File: src/hdl/gfcc_fifo.sv
module gfcc_fifo #(
   parameter int WIDTH = 8,
   parameter int DEPTH = 4
) (
   input  logic             clock,
   input  logic             reset,
   input  logic             push,
   input  logic [WIDTH-1:0] wdata,
   output logic             full,
   input  logic             pop,
   output logic [WIDTH-1:0] rdata,
   output logic             empty
);

   localparam int PTR_W = $clog2(DEPTH);
   localparam int CNT_W = $clog2(DEPTH + 1);

   logic [WIDTH-1:0] slot_ff [DEPTH];
   logic [PTR_W-1:0] wptr_ff, rptr_ff;
   logic [CNT_W-1:0] count_ff;
   logic             do_push, do_pop;

   assign full    = (count_ff == CNT_W'(DEPTH));
   assign empty   = (count_ff == '0);
   assign do_push = push && !full;
   assign do_pop  = pop && !empty;
   assign rdata   = slot_ff[rptr_ff];

   always_ff @(posedge clock) begin
      if (reset) begin
         wptr_ff  <= '0;
         rptr_ff  <= '0;
         count_ff <= '0;
      end else begin
         if (do_push) begin
            wptr_ff <= (wptr_ff == PTR_W'(DEPTH - 1)) ? '0 : wptr_ff + 1'b1;
         end
         if (do_pop) begin
            rptr_ff <= (rptr_ff == PTR_W'(DEPTH - 1)) ? '0 : rptr_ff + 1'b1;
         end
         count_ff <= count_ff + CNT_W'(do_push) - CNT_W'(do_pop);
      end
   end

   always_ff @(posedge clock) begin
      if (do_push) begin
         slot_ff[wptr_ff] <= wdata;
      end
   end

endmodule

File: config.mk
export PLATFORM = sky130hd
export DESIGN_NAME = gfcc_fifo
export DESIGN_NICKNAME = d
export VERILOG_FILES = /design/src/hdl/gfcc_fifo.sv
export SDC_FILE = /design/constraint.sdc
export NUM_CORES = 1
export LEC_CHECK = 0
export BUFFER_PORTS_ARGS = -buffer_cell sky130_fd_sc_hd__buf_4
export CORE_MARGIN = 1.5
export CORE_UTILIZATION = 59
export CTS_CLUSTER_DIAMETER = 50
export DETAILED_ROUTE_END_ITERATION = 8
export PLACE_DENSITY_LB_ADDON = 0.3
export SLEW_MARGIN = 20
export SYNTH_ARGS = -nofsm -noshare
export SYNTH_HDL_FRONTEND = slang
export SYNTH_SLANG_ARGS = --single-unit
File: constraint.sdc
create_clock -name clock -period 3.9 [get_ports clock]
set_input_delay 0.39 -clock clock [delete_from_list [all_inputs] [get_ports clock]]
set_output_delay 0.39 -clock clock [all_outputs]
set_load 0.01 [all_outputs]
**Word-level counts from Yosys, hierarchy flattened**

Memory sizes are Yosys's and may differ from the RTL's. A register that Yosys moved wholly into a read port is not among the register bits.
Cells that the tools add are included.

- Add/subtract/negate cells: 4
- Muxes and demuxes: 6
- Eq/ne operators: 3
- Reduce and logical (&&, ||, !) cells: 5

Operator list:

| cell | count |
|---|---|
| $mux 2 | 4 |
| $add 2x1->2 const B | 2 |
| $eq 2x2->1 const B | 2 |
| $add 3x1->3 | 1 |
| $eq 3x3->1 const B | 1 |
| $logic_not 3->1 | 1 |
| $sub 3x1->3 | 1 |
| $logic_and 1x1->1 | 2 |
| $logic_not 1->1 | 2 |
| $mux 1 | 2 |

- Bits in writable memories: 32
- Memories kept: 1
- Flip-flop bits (word level): 7
- Input port bits: 12

Memories:

| name | depth | bits a word | rd ports | clocked after memory_dff | write ports | line | source |
|---|---|---|---|---|---|---|---|
| slot_ff | 4 | 8 | 1 | 1 | 1 | 18 | `logic [WIDTH-1:0] slot_ff [DEPTH];` |

**Logic depth before layout (Yosys ltp)**

Gate-level depths: netlist of the first run.

- Depth after elaboration: 5
- Mapped depth: 11
- Gate-level depth less buffers: 10

**Least setup slack after synthesis of the first run**

No wires, ideal clock.

- Path type: reg-to-reg
- Start point: reg count_ff[2]
- End point: reg count_ff[2]
- Clock period less this slack: 2186 ps
- Stages on the path, launching flop included: 12
- Path buffers: 1
- Arrival time: 2071 ps
- Required time: 3785 ps
- Path slack: 1714 ps
- Cells stage by stage: dfxtp_1 -> or3b_1 -> buf_6 -> and2_4 -> inv_1 -> ha_1 -> inv_1 -> ha_1 -> fa_1 -> xnor2_1 -> xnor2_1 -> nor2_1

- Cells in the longest elaborated chain, start to end: 5
- Elaborated cells between the ends (all ways): 8
- Classes of those cells: 2 x add/sub; 1 x eq/ne; 5 x reduce/logical

Ends and longest elaborated chain:

| item | line | source |
|---|---|---|
| start, declared | 20 | `logic [CNT_W-1:0] count_ff;` |
| start signal, assigned | 41 | `count_ff <= count_ff + CNT_W'(do_push) - CNT_W'(do_pop);` |
| $eq 3x3->1 | 23 | `assign full = (count_ff == CNT_W'(DEPTH));` |
| $logic_not 1->1 | 25 | `assign do_push = push && !full;` |
| $logic_and 1x1->1 | 25 |  |
| $add 3x1->3 | 41 |  |
| $sub 3x1->3 (*) | 41 |  |

Every way passes the cells marked *; elsewhere a longest branch is shown, timed or not.
A chain may end at the register's enable or synchronous reset.

**Worst setup path after layout of the first run**

- Start point: reg count_ff[1]
- End point: reg count_ff[2]

The elaborated chain is that of the path after synthesis.

==> results of run 1 <==
[power groups by stage]
stage | Sequential, mW | Clock (mW) | Combinational (mW)
floorplan | 0.561 | 0 | 0.214
global placement | 0.587 | 0 | 0.283
detailed placement | 0.592 | 0 | 0.296
CTS | 0.582 | 0.264 | 0.298
global route | 0.590 | 0.285 | 0.321
finish | 0.580 | 0.262 | 0.293
[how the worst min path moves through the flow]
| stage | depth (start not counted) | slack, ns | endpoint | startpoint |
|---|---|---|---|---|
| 6_report | 1 | 0.23 | slot_ff[0][3] | wdata[3] |
| 5_1_grt | 1 | 0.21 | slot_ff[0][3] | wdata[3] |
| 4_1_cts | 1 | 0.23 | slot_ff[1][3] | wdata[3] |
| 3_5_place_dp | 2 | 0.49 | flip-flop | rptr_ff[0] |
| 3_3_place_gp | 2 | 0.48 | rptr_ff[0] | rptr_ff[0] |
| 2_1_floorplan | 2 | 0.46 | flip-flop | rptr_ff[0] |
[worst reg2reg max path, stage by stage, from the launching register on]
cell                      delay, ns
sky130_fd_sc_hd__dfxtp_1       0.38
sky130_fd_sc_hd__or3b_1        0.51
sky130_fd_sc_hd__and2_4        0.22
sky130_fd_sc_hd__inv_1         0.07
sky130_fd_sc_hd__ha_1          0.13
sky130_fd_sc_hd__inv_1         0.04
sky130_fd_sc_hd__ha_1          0.19
sky130_fd_sc_hd__fa_1          0.39
sky130_fd_sc_hd__xnor2_1       0.19
sky130_fd_sc_hd__xnor2_1       0.14
sky130_fd_sc_hd__nor2_1        0.06
[logic make-up (layout without fill, tap and decap cells)]
logic type	after synthesis	after routing	synth area share [%]
DFF	41	41	69.7
and+or+nand+nor	16	16	5.73
buffers and inverters	11	37	3.06
muxes	9	9	11.6
adders and majority gates	8	8	6.57
AOI/OAI and AO/OA	5	5	2.29
xor gates and xnor gates	2	2	1.07
[cells in the final DEF, fill, tap and decap left out, types with 2 or more instances in the layout]
master and instances:
sky130_fd_sc_hd__edfxtp_1 32, sky130_fd_sc_hd__buf_4 21, sky130_fd_sc_hd__dfxtp_1 9, sky130_fd_sc_hd__inv_1 8
sky130_fd_sc_hd__mux4_2 8, sky130_fd_sc_hd__ha_1 7, sky130_fd_sc_hd__clkbuf_4 5, sky130_fd_sc_hd__and3_1 3
sky130_fd_sc_hd__nor3_1 2, sky130_fd_sc_hd__nor2b_1 2, sky130_fd_sc_hd__nand3_1 2, sky130_fd_sc_hd__a21oi_1 2
sky130_fd_sc_hd__nor2_1 2, sky130_fd_sc_hd__xnor2_1 2
[registers in the layout, summed over array words and instances, names as in the netlist, named ones only]
name	flops
wptr_ff	2
rptr_ff	2
slot_ff	32
count_ff	3
[per-stage QoR]
| step | utilization (%) | worst slack [ns] |
|---|---|---|
| after floorplan | - | 1.71 |
| after global placement | 71.2 | 1.63 |
| after detailed placement | 71.2 | 1.52 |
| after CTS | 74.2 | 1.50 |
| after global routing | 74.2 | 1.34 |
| final | 74.2 | 1.49 |
[final cells by class]
| cell class | count | area, um^2 | share of cell area [%] |
|---|---|---|---|
| timing repair buffer | 21 | 158 | 8.34 |
| sequential | 41 | 1140 | 60.4 |
| clock buffer | 6 | 41.3 | 2.19 |
| tap | 30 | 37.5 | 1.99 |
| inverter | 8 | 30.0 | 1.59 |
| clock inverter | 2 | 35.0 | 1.85 |
| multi-input combinational | 40 | 447 | 23.6 |
[metal layers]
layer  vias to the layer above  share of wire, %
li1                        398                 -
met1                       417                42
met2                        23                52
met3                         7               5.2
met4                         0               1.6
met5                         -                 0
==> metrics.log, run 1 <==
INFO  metric final_layout_size_suffix_gt1_share = 33.1%
INFO  metric power.ir.vdd_worst = 487 uV
INFO  metric cell_count_along_the_critical_path = 10
INFO  metric most_instantiated_library_cell_after_synthesis = sky130_fd_sc_hd__edfxtp_1
INFO  metric met2_usage = 32.1%
INFO  metric setup.reg_to_reg.worst_slack = 1.49 ns
INFO  metric placedInstanceArea = 1810 um^2
INFO  metric grt_setup_unrepaired = no
INFO  metric clock_skew = 0.0170 ns
INFO  metric grt_start_max_net_pins = 14
INFO  metric dieWidth = 55.7 um
INFO  metric h-tree-depth = 2
INFO  metric design.die.area = 3100 um^2
INFO  metric cts_repair_resize_count = 0
INFO  metric cts_sinks = 41
INFO  metric cts_buffer_depth = 2
INFO  metric use_met1 = 21.1%
INFO  metric power_report.internal_total = 831 uW
INFO  metric cts_made_buffers = 5
INFO  metric min_period = 2.41 ns
INFO  metric timing.final.hold_violations = 0
INFO  metric arrival = 2.66 ns
INFO  metric n_fill_cell = 156
INFO  metric outcome = complete, no violations
INFO  metric clkTransAtPathRegs = 0.12 ns
INFO  metric core_region_area = 2540 um^2
INFO  metric antenna_left = 0
INFO  metric path_cells = or3b_1 > and2_4 > inv_1 > ha_1 > inv_1 > ha_1 > fa_1 > xnor2_1 > xnor2_1 > nor2_1
INFO  metric tritoncts = done
INFO  metric overflow = 0
INFO  metric report.power.total = 1.13 mW
INFO  metric worstPathBufferInverterCount = 2
INFO  metric crit_path_capture_type = flip-flop
INFO  metric n_antenna_cell = 0
INFO  metric synth_top_area_share = 58.7%
INFO  metric synthesis.yosys.warnings = 0
INFO  metric drv.max_cap_violation_count = 0
INFO  metric timing.final.crit_share = 61.7%
INFO  metric routed_wire_length_per_instance = 17.1 um
INFO  metric worstPathRequired = 4.15 ns
INFO  metric dp.final_hpwl = 1790 um
INFO  metric critical_path_peak_fanout = 9
INFO  metric final-setup-viol-count = 0
INFO  metric syn-cell-area = 1640 um^2
INFO  metric grt_busiest_layer = met2
INFO  metric power-per-cell-area = 601 nW/um^2
INFO  metric cts_setup_buffers = 0
INFO  metric final_standard_cell_count_with_taps_included_and_fillers_excluded = 148
INFO  metric final_cell_area = 1890 um^2
INFO  metric initial_core_util = 64.4%
INFO  metric timing.hold.worst.class = in2reg
INFO  metric die_h = 55.7 um
INFO  metric combPwrFrac = 25.8%
INFO  metric post_synth_num_cell_types = 25
INFO  metric p_clk_share = 23.1%
INFO  metric drtPass1Iterations = 4
INFO  metric worstSetupEndpoint = count_ff[2]
INFO  metric initialDrtViolationCount = 24
INFO  metric max_slew.worst_pin.slew = 0.556 ns
INFO  metric timing_max_transition_violations_final = 0
INFO  metric reg2reg_to = count_ff[2]
INFO  metric synth_top_cells_by_area = sky130_fd_sc_hd__edfxtp_1, sky130_fd_sc_hd__dfxtp_1, sky130_fd_sc_hd__mux4_2
INFO  metric crit_startpoint = count_ff[1]
INFO  metric routed-via-count = 845
INFO  metric grt_pass1_vias = 891
INFO  metric grt_pass1_wl = 4170 um
INFO  metric fin_tns_setup = 0 ns
INFO  metric switchingPower = 303 uW
INFO  metric asyncSetResetFlopFracSynth = 0%
INFO  metric critPathMaxStageDelay = 0.51 ns
INFO  metric synth_edf_count = 32
INFO  metric route.final.wire_length = 2530 um
INFO  metric post_synth_most_frequent_cells = sky130_fd_sc_hd__edfxtp_1, sky130_fd_sc_hd__dfxtp_1, sky130_fd_sc_hd__inv_1, sky130_fd_sc_hd__mux4_2, sky130_fd_sc_hd__ha_1
INFO  metric p_sw_share = 26.7%
INFO  metric flip_flop_and_latch_count_after_synthesis = 41
INFO  metric synth_sequential_area_ratio = 69.7%
INFO  metric dpl.cell_count = 140
INFO  metric critPathLaunchType = flip-flop
INFO  metric dominant_synthesized_flop_cell = sky130_fd_sc_hd__edfxtp_1
INFO  metric place.port_buffers = 21
INFO  metric cell_at_the_slowest_stage_of_the_critical_path = sky130_fd_sc_hd__or3b_1
INFO  metric syn-instance-count = 92
INFO  metric grt.met3_usage = 7.44%
INFO  metric synth_fp_nets = 112
INFO  metric floorplan.io_pins = 22
INFO  metric power.leakage = 0.722 nW
INFO  metric synth.largest_area_cell = sky130_fd_sc_hd__edfxtp_1
INFO  metric antenna_found_initial = 0
INFO  metric timing.rr.start = count_ff[1]
INFO  metric placement_rows = 18
INFO  metric cts_hold_buffers = 0
INFO  metric slew_headroom = 62.9%
INFO  metric path_class = reg2reg
INFO  metric viasPerCell = 5.71
INFO  metric gp_congestion = 0.679
INFO  metric power_frac_seq = 51.1%
INFO  metric reg2reg_depth = 10
INFO  metric cts-root-buf = sky130_fd_sc_hd__clkbuf_4
INFO  metric avg_cell_area_syn = 17.8 um^2
INFO  metric area_growth_syn_to_layout = 15.4%
INFO  metric global_route.usage.total = 18.7%
INFO  metric drc = 0
INFO  metric worst_skew_pair.late_latency = 0.35 ns
INFO  metric critPathTopFamily = simple AND/OR/NAND/NOR gates
INFO  metric max_freq = 415 MHz
INFO  metric num-nets-final = 137
INFO  metric hold-worst-slack = 0.231 ns
Power figures use the tool's default switching activity.
==> run 2: changes to the inputs <==
--- a/config.mk
+++ b/config.mk
@@ -7,7 +7,7 @@
 export LEC_CHECK = 0
 export BUFFER_PORTS_ARGS = -buffer_cell sky130_fd_sc_hd__buf_4
 export CORE_MARGIN = 1.5
-export CORE_UTILIZATION = 59
+export CORE_UTILIZATION = 50
 export CTS_CLUSTER_DIAMETER = 50
 export DETAILED_ROUTE_END_ITERATION = 8
 export PLACE_DENSITY_LB_ADDON = 0.3
==> constraint.sdc (replaced) <==
create_clock -name clock -period 2.1 [get_ports clock]
set_input_delay 0.21 -clock clock [delete_from_list [all_inputs] [get_ports clock]]
set_output_delay 0.21 -clock clock [all_outputs]
set_load 0.01 [all_outputs]
==> metrics.log, run 2 (synthesis results as in run 1) <==
INFO  metric worstPathRequired = 2.35 ns (-1.80 ns)
INFO  metric dp.final_hpwl = 1690 um (-5.7%)
INFO  metric grt_pass1_vias = 851 (-4.5%)
INFO  metric topRoutingLayerUsed = met4
INFO  metric critPathTopFamily = adder cells
INFO  metric outcome = complete, no violations
INFO  metric initial_core_util = 53.2% (-11 points)
INFO  metric reg2reg_depth = 8 (-2)
INFO  metric h-tree-depth = 2 (unchanged)
INFO  metric cts_hold_buffers = 0 (unchanged)
INFO  metric clkTransAtPathRegs = 0.12 ns (about the same)
INFO  metric final-setup-viol-count = 0 (unchanged)
INFO  metric power.ir.vdd_worst = 608 uV (+25%)
INFO  metric num-nets-final = 142 (+3.6%)
INFO  metric largest_register_ff_count = 32 (unchanged)
INFO  metric placedInstanceArea = 1870 um^2 (+3.4%)
INFO  metric max_freq = 486 MHz (+17%)
INFO  metric grt_pass1_wl = 3750 um (-10%)
INFO  metric worst_hold_path.num_cells = 1 (unchanged)
INFO  metric max_slew.worst_pin.slew = 0.413 ns (-0.143 ns)
INFO  metric cts_made_buffers = 5 (unchanged)
INFO  metric min_period = 2.06 ns (-0.350 ns)
INFO  metric layout_commonest_cell = sky130_fd_sc_hd__edfxtp_1
INFO  metric design.die.area = 3630 um^2 (+17%)
INFO  metric cts_sinks = 41 (unchanged)
INFO  metric floorplan.io_pins = 22 (unchanged)
INFO  metric tritoncts = done
INFO  metric crit_path_capture_type = flip-flop
INFO  metric routed_wire_length_per_instance = 14.1 um (-17%)
INFO  metric antenna_found_initial = 0 (unchanged)
INFO  metric route.met3.wl = 93 um (-29%)
INFO  metric path_class = reg2reg
INFO  metric cell_count_along_the_critical_path = 8 (-2)
INFO  metric report.power.total = 2.06 mW (+81%)
INFO  metric critPathLaunchType = flip-flop
INFO  metric grt_setup_unrepaired = yes
INFO  metric critPathMaxStageDelay = 0.43 ns (-0.08 ns)
INFO  metric route.final.wire_length = 2360 um (-6.7%)
INFO  metric die_h = 60.2 um (+8.2%)
INFO  metric cell_at_the_slowest_stage_of_the_critical_path = sky130_fd_sc_hd__fa_2
INFO  metric critical_path_peak_fanout = 4 (-5)
INFO  metric timing.final.hold_violations = 0 (unchanged)
INFO  metric grt_start_max_net_pins = 14 (unchanged)
INFO  metric multi_input_comb_area = 462 um^2 (+3.4%)
INFO  metric timing.hold.worst.class = in2reg
INFO  metric n_antenna_cell = 0 (unchanged)
INFO  metric drc = 0 (unchanged)
INFO  metric gp_congestion = 0.642 (-5.4%)
INFO  metric final_layout_size_suffix_gt1_share = 41.5% (+8.4 points)
INFO  metric cts-root-buf = sky130_fd_sc_hd__clkbuf_4
INFO  metric timing.final.crit_share = 98.0% (+36 points)
INFO  metric viasPerCell = 5.02 (-12%)
INFO  metric global_route.usage.total = 15.3% (-3.4 points)
INFO  metric worst_skew_pair.late_latency = 0.34 ns (about the same)
INFO  metric overflow = 0 (unchanged)
INFO  metric hold-worst-slack = 0.0569 ns (-0.174 ns)
INFO  metric power.leakage = 0.740 nW (+2.5%)
INFO  metric routed-via-count = 839 (-0.71%)
INFO  metric antenna_left = 0 (unchanged)
INFO  metric slew_headroom = 72.5% (+9.6 points)
INFO  metric placement_rows = 20 (+2)
INFO  metric drtPass1Iterations = 4 (unchanged)
INFO  metric timing_max_transition_violations_final = 0 (unchanged)
INFO  metric place.port_buffers = 21 (unchanged)
INFO  metric reg_top3 = slot_ff x32, count_ff x3
INFO  metric core_region_area = 3080 um^2 (+21%)
INFO  metric wl_met2 = 1160 um (-11%)
INFO  metric n_fill_cell = 241 (+54%)
INFO  metric clock_skew = 0.00598 ns (-0.0110 ns)
INFO  metric sum_of_routed_wire_segments_on_met1 = 1040 um (-0.57%)
INFO  metric drv.max_cap_violation_count = 0 (unchanged)
INFO  metric arrival = 2.31 ns (-0.35 ns)
INFO  metric area_growth_syn_to_layout = 18.6%
INFO  metric worstPathBufferInverterCount = 2 (unchanged)
INFO  metric power-per-cell-area = 1060 nW/um^2 (+77%)
INFO  metric final_cell_mix = sky130_fd_sc_hd__edfxtp_1, sky130_fd_sc_hd__buf_4, sky130_fd_sc_hd__mux4_2, sky130_fd_sc_hd__dfxtp_1, sky130_fd_sc_hd__inv_1
INFO  metric sequential_cell_area = 1140 um^2 (+0.33%)
INFO  metric initialDrtViolationCount = 32 (+33%)
INFO  metric utilization = 63.1% (-11 points)
INFO  metric path_cells = or3b_4 > and2_4 > inv_2 > ha_1 > inv_1 > ha_2 > fa_2 > nor2b_1
INFO  metric final_cell_area = 1940 um^2 (+2.8%)
INFO  metric cts_buffer_depth = 2 (unchanged)
INFO  metric largest_register = slot_ff
INFO  metric dieWidth = 60.2 um (+8.2%)
[run 2: layer usage]
metal | vias up | global-route usage, %
met2 | 21 | 25.3
met1 | 404 | 17.9
met3 | 7 | 4.11
li1 | 407 | -
met4 | 0 | 8.57
met5 | - | 0
[run 2: path summary, 6_finish.rpt]
kind                    start       endpoint  slack (ns)
setup / recovery  count_ff[2]    count_ff[1]        0.04
hold reg to reg    rptr_ff[0]     rptr_ff[0]        0.50
setup reg to reg  count_ff[2]    count_ff[1]        0.04
hold / removal       wdata[3]  slot_ff[1][3]        0.06
[run 2: per-stage QoR]
stage                     std cells  setup WS, ns  TNS [ns]
after floorplan                  92       -0.0249   -0.0249
after global placement          158        0.0507         0
after detailed placement        158       -0.0131   -0.0131
after CTS                       166        0.0177         0
after global routing            167       -0.0191   -0.0246
final                           167        0.0424         0
[run 2: power breakdown]
part	internal (mW)	switching [mW]	leakage, nW
registers	0.992	0.0607	0.368
clock network	0.126	0.247	0.0310
logic	0.361	0.274	0.342
total	1.48	0.581	0.740
[run 2: timing repair]
| action | in CTS | in global routing |
|---|---|---|
| endpoints found under the setup margin | 1 | 2 |
| pin swaps | 2 | 1 |
| endpoints found under the hold margin | 0 | 0 |
| gates resized for setup | 2 | 0 |
| setup buffers | 0 | 1 |
[run 2: cell type report]
cell class / count / share of cell area, %
well taps: 44 / 2.84
clock inverters: 3 / 0.902
flip-flops and latches: 41 / 59.0
inverters: 8 / 1.55
multi-input cells: 40 / 23.8
repair buffers: 26 / 10.1
clock buffers: 5 / 1.93
[run 2: worst register-to-register path, stage by stage (launching register included)]
cell and delay (ns):
sky130_fd_sc_hd__dfxtp_4 0.39, sky130_fd_sc_hd__or3b_4 0.38, sky130_fd_sc_hd__and2_4 0.15, sky130_fd_sc_hd__inv_2 0.04, sky130_fd_sc_hd__ha_1 0.21, sky130_fd_sc_hd__inv_1 0.06
sky130_fd_sc_hd__ha_2 0.17, sky130_fd_sc_hd__fa_2 0.43, sky130_fd_sc_hd__nor2b_1 0.13
==> run 3: changes to the inputs <==
--- a/config.mk
+++ b/config.mk
@@ -6,7 +6,7 @@
 export NUM_CORES = 1
 export LEC_CHECK = 0
 export BUFFER_PORTS_ARGS = -buffer_cell sky130_fd_sc_hd__buf_4
-export CORE_MARGIN = 1.5
+export CORE_ASPECT_RATIO = 0.9
 export CORE_UTILIZATION = 50
 export CTS_CLUSTER_DIAMETER = 50
 export DETAILED_ROUTE_END_ITERATION = 8
==> metrics.log, run 3 (synthesis results as in run 1) <==
INFO  metric outcome = complete, no violations
INFO  metric n_antenna_cell = 0 (unchanged)
INFO  metric clock_skew = 0.00658 ns (+0.000597 ns)
INFO  metric path_class = reg2reg
INFO  metric dpl_worst_slack = -0.0244 ns (-0.0112 ns)
INFO  metric area_growth_syn_to_layout = 23.0%
INFO  metric cts_made_buffers = 5 (unchanged)
INFO  metric timing.final.hold_violations = 0 (unchanged)
INFO  metric min_period = 2.09 ns (+0.0373 ns)
INFO  metric final-setup-viol-count = 0 (unchanged)
INFO  metric multi_input_comb_area = 497 um^2 (+7.6%)
INFO  metric dieWidth = 62.3 um (+3.5%)
INFO  metric arrival = 2.35 ns (+0.04 ns)
INFO  metric path_cells = or3b_4 > and2_4 > inv_4 > ha_4 > inv_2 > ha_4 > fa_2 > xnor2_2 > xnor2_1 > nor2_1
INFO  metric route.final.wire_length = 2650 um (+12%)
INFO  metric timing.hold.worst.class = in2reg
INFO  metric antenna_found_initial = 0 (unchanged)
INFO  metric utilization = 65.2% (+2.1 points)
INFO  metric max_freq = 477 MHz (-1.8%)
INFO  metric setup.reg_to_reg.worst_slack = 0.005 ns (-0.04 ns)
INFO  metric grt_pass1_vias = 866 (+1.8%)
INFO  metric worstPathRequired = 2.35 ns (about the same)
INFO  metric num-nets-final = 144 (+1.4%)
INFO  metric routed-via-count = 861 (+2.6%)
INFO  metric max_slew.worst_pin.slew = 0.447 ns (+0.0343 ns)
INFO  metric core_region_area = 3090 um^2 (+0.41%)
INFO  metric timing_max_transition_violations_final = 0 (unchanged)
INFO  metric critPathLaunchType = flip-flop
INFO  metric power.leakage = 0.763 nW (+3.1%)
INFO  metric sequential_cell_area = 1150 um^2 (+0.22%)
INFO  metric grt_start_max_net_pins = 13 (-1)
INFO  metric viasPerCell = 5.16 (+2.6%)
INFO  metric grt_pass1_wl = 4280 um (+14%)
INFO  metric antenna_left = 0 (unchanged)
INFO  metric layout_commonest_cell = sky130_fd_sc_hd__edfxtp_1
INFO  metric placement_rows = 19 (-5.0%)
INFO  metric routed_wire_length_per_instance = 15.9 um (+12%)
INFO  metric worst_skew_pair.late_latency = 0.35 ns (about the same)
INFO  metric cts_buffer_depth = 2 (unchanged)
INFO  metric h-tree-depth = 2 (unchanged)
INFO  metric floorplan.io_pins = 22 (unchanged)
INFO  metric power-per-cell-area = 1130 nW/um^2 (+6.4%)
INFO  metric largest_register_ff_count = 32 (unchanged)
INFO  metric grt_setup_unrepaired = yes
INFO  metric dp.final_hpwl = 1760 um (+4.5%)
INFO  metric timing.final.crit_share = 99.8% (+1.8 points)
INFO  metric final_standard_cell_count_with_taps_included_and_fillers_excluded = 167 (unchanged)
INFO  metric final_cell_area = 2010 um^2 (+3.7%)
INFO  metric cell_at_the_slowest_stage_of_the_critical_path = sky130_fd_sc_hd__or3b_4
INFO  metric worst_slack = 0.00506 ns (-0.0373 ns)
INFO  metric dpl.cell_count = 157 (-0.63%)
INFO  metric design.die.area = 3510 um^2 (-3.3%)
INFO  metric place.port_buffers = 21 (unchanged)
INFO  metric final_layout_size_suffix_gt1_share = 45.6% (+4.1 points)
INFO  metric crit_path_capture_type = flip-flop
INFO  metric n_fill_cell = 213 (-12%)
INFO  metric cts_sinks = 41 (unchanged)
INFO  metric placedInstanceArea = 1880 um^2 (+0.27%)
INFO  metric slew_headroom = 70.2% (-2.3 points)
INFO  metric critical_path_peak_fanout = 3 (-1)
INFO  metric drv.max_cap_violation_count = 0 (unchanged)
INFO  metric power.ir.vdd_worst = 586 uV (-3.6%)
INFO  metric initial_core_util = 53.0% (-0.22 points)
INFO  metric overflow = 0 (unchanged)
INFO  metric final_cell_mix = sky130_fd_sc_hd__edfxtp_1, sky130_fd_sc_hd__buf_4, sky130_fd_sc_hd__mux4_2
INFO  metric reg_top3 = slot_ff x32, count_ff x3
INFO  metric clkTransAtPathRegs = 0.12 ns (about the same)
INFO  metric critPathMaxStageDelay = 0.39 ns (-0.04 ns)
INFO  metric gp_congestion = 0.661 (+2.8%)
INFO  metric tritoncts = done
INFO  metric cts-root-buf = sky130_fd_sc_hd__clkbuf_4
INFO  metric critical_path.most_common_cell = sky130_fd_sc_hd__ha_4
INFO  metric largest_register = slot_ff
INFO  metric drc = 0 (unchanged)
INFO  metric die_h = 56.3 um (-6.5%)
INFO  metric drtPass1Iterations = 4 (unchanged)
INFO  metric initialDrtViolationCount = 19 (-41%)
INFO  metric cts_hold_buffers = 0 (unchanged)
INFO  metric global_route.usage.total = 17.4% (+2.2 points)
==> run 3: final cells by class <==
class / instances / share of cell area [%]
Clock buffer: 6 / 2.05
Clock inverter: 2 / 1.68
Inverter: 8 / 1.61
Multi-Input combinational cell: 40 / 24.7
Sequential cell: 41 / 57.0
Tap cell: 42 / 2.61
Timing Repair Buffer: 28 / 10.4
==> run 3: power by group <==
part	internal (mW)	switching, mW
combinational	0.409	0.313
sequential	0.994	0.0621
clock	0.248	0.247
total	1.65	0.621
==> run 3: what timing repair did <==
| action | in CTS | in global routing |
|---|---|---|
| gates cloned | 0 | 0 |
| setup buffers | 2 | 0 |
| gates resized for setup | 7 | 4 |
| hold endpoints to repair | 0 | 0 |
| pin swaps | 5 | 0 |
| endpoints found under the setup margin | 2 | 2 |
==> run 3: per-stage QoR <==
step	setup TNS [ns]	power [mW]	hold slack, ns
6_report	0	2.27	0.0527
3_3_place_gp	0	1.69	0.410
4_1_cts	0	2.25	0.0461
3_5_place_dp	-0.0244	1.72	0.413
5_1_grt	-0.0808	2.38	0.0327
2_1_floorplan	-0.0249	1.46	0.269
==> run 3: path summary, 6_finish.rpt <==
| kind | startpoint | endpoint | cells past startpoint |
|---|---|---|---|
| max reg2reg | count_ff[1] | count_ff[2] | 10 |
| min reg2reg | rptr_ff[0] | flip-flop | 2 |
| min | wdata[5] | slot_ff[0][5] | 1 |
| max | count_ff[1] | count_ff[2] | 10 |
==> run 3: critical path: cells and delay by family, from the launching register on <==
kind,cells,cell delay (ns)
flops,1,0.37
buf+inv,2,0.10
xor+xnor,2,0.28
fa+ha+maj,3,0.63
simple gates,3,0.63
==> run 3: layer usage <==
layer / global-route usage (%) / vias up / routed length (um)
li1: - / 411 / -
met2: 28.9 / 19 / 1390
met5: 0 / - / 0
met3: 6.91 / 3 / 110
met1: 21.1 / 428 / 1130
met4: 5.65 / 0 / 23
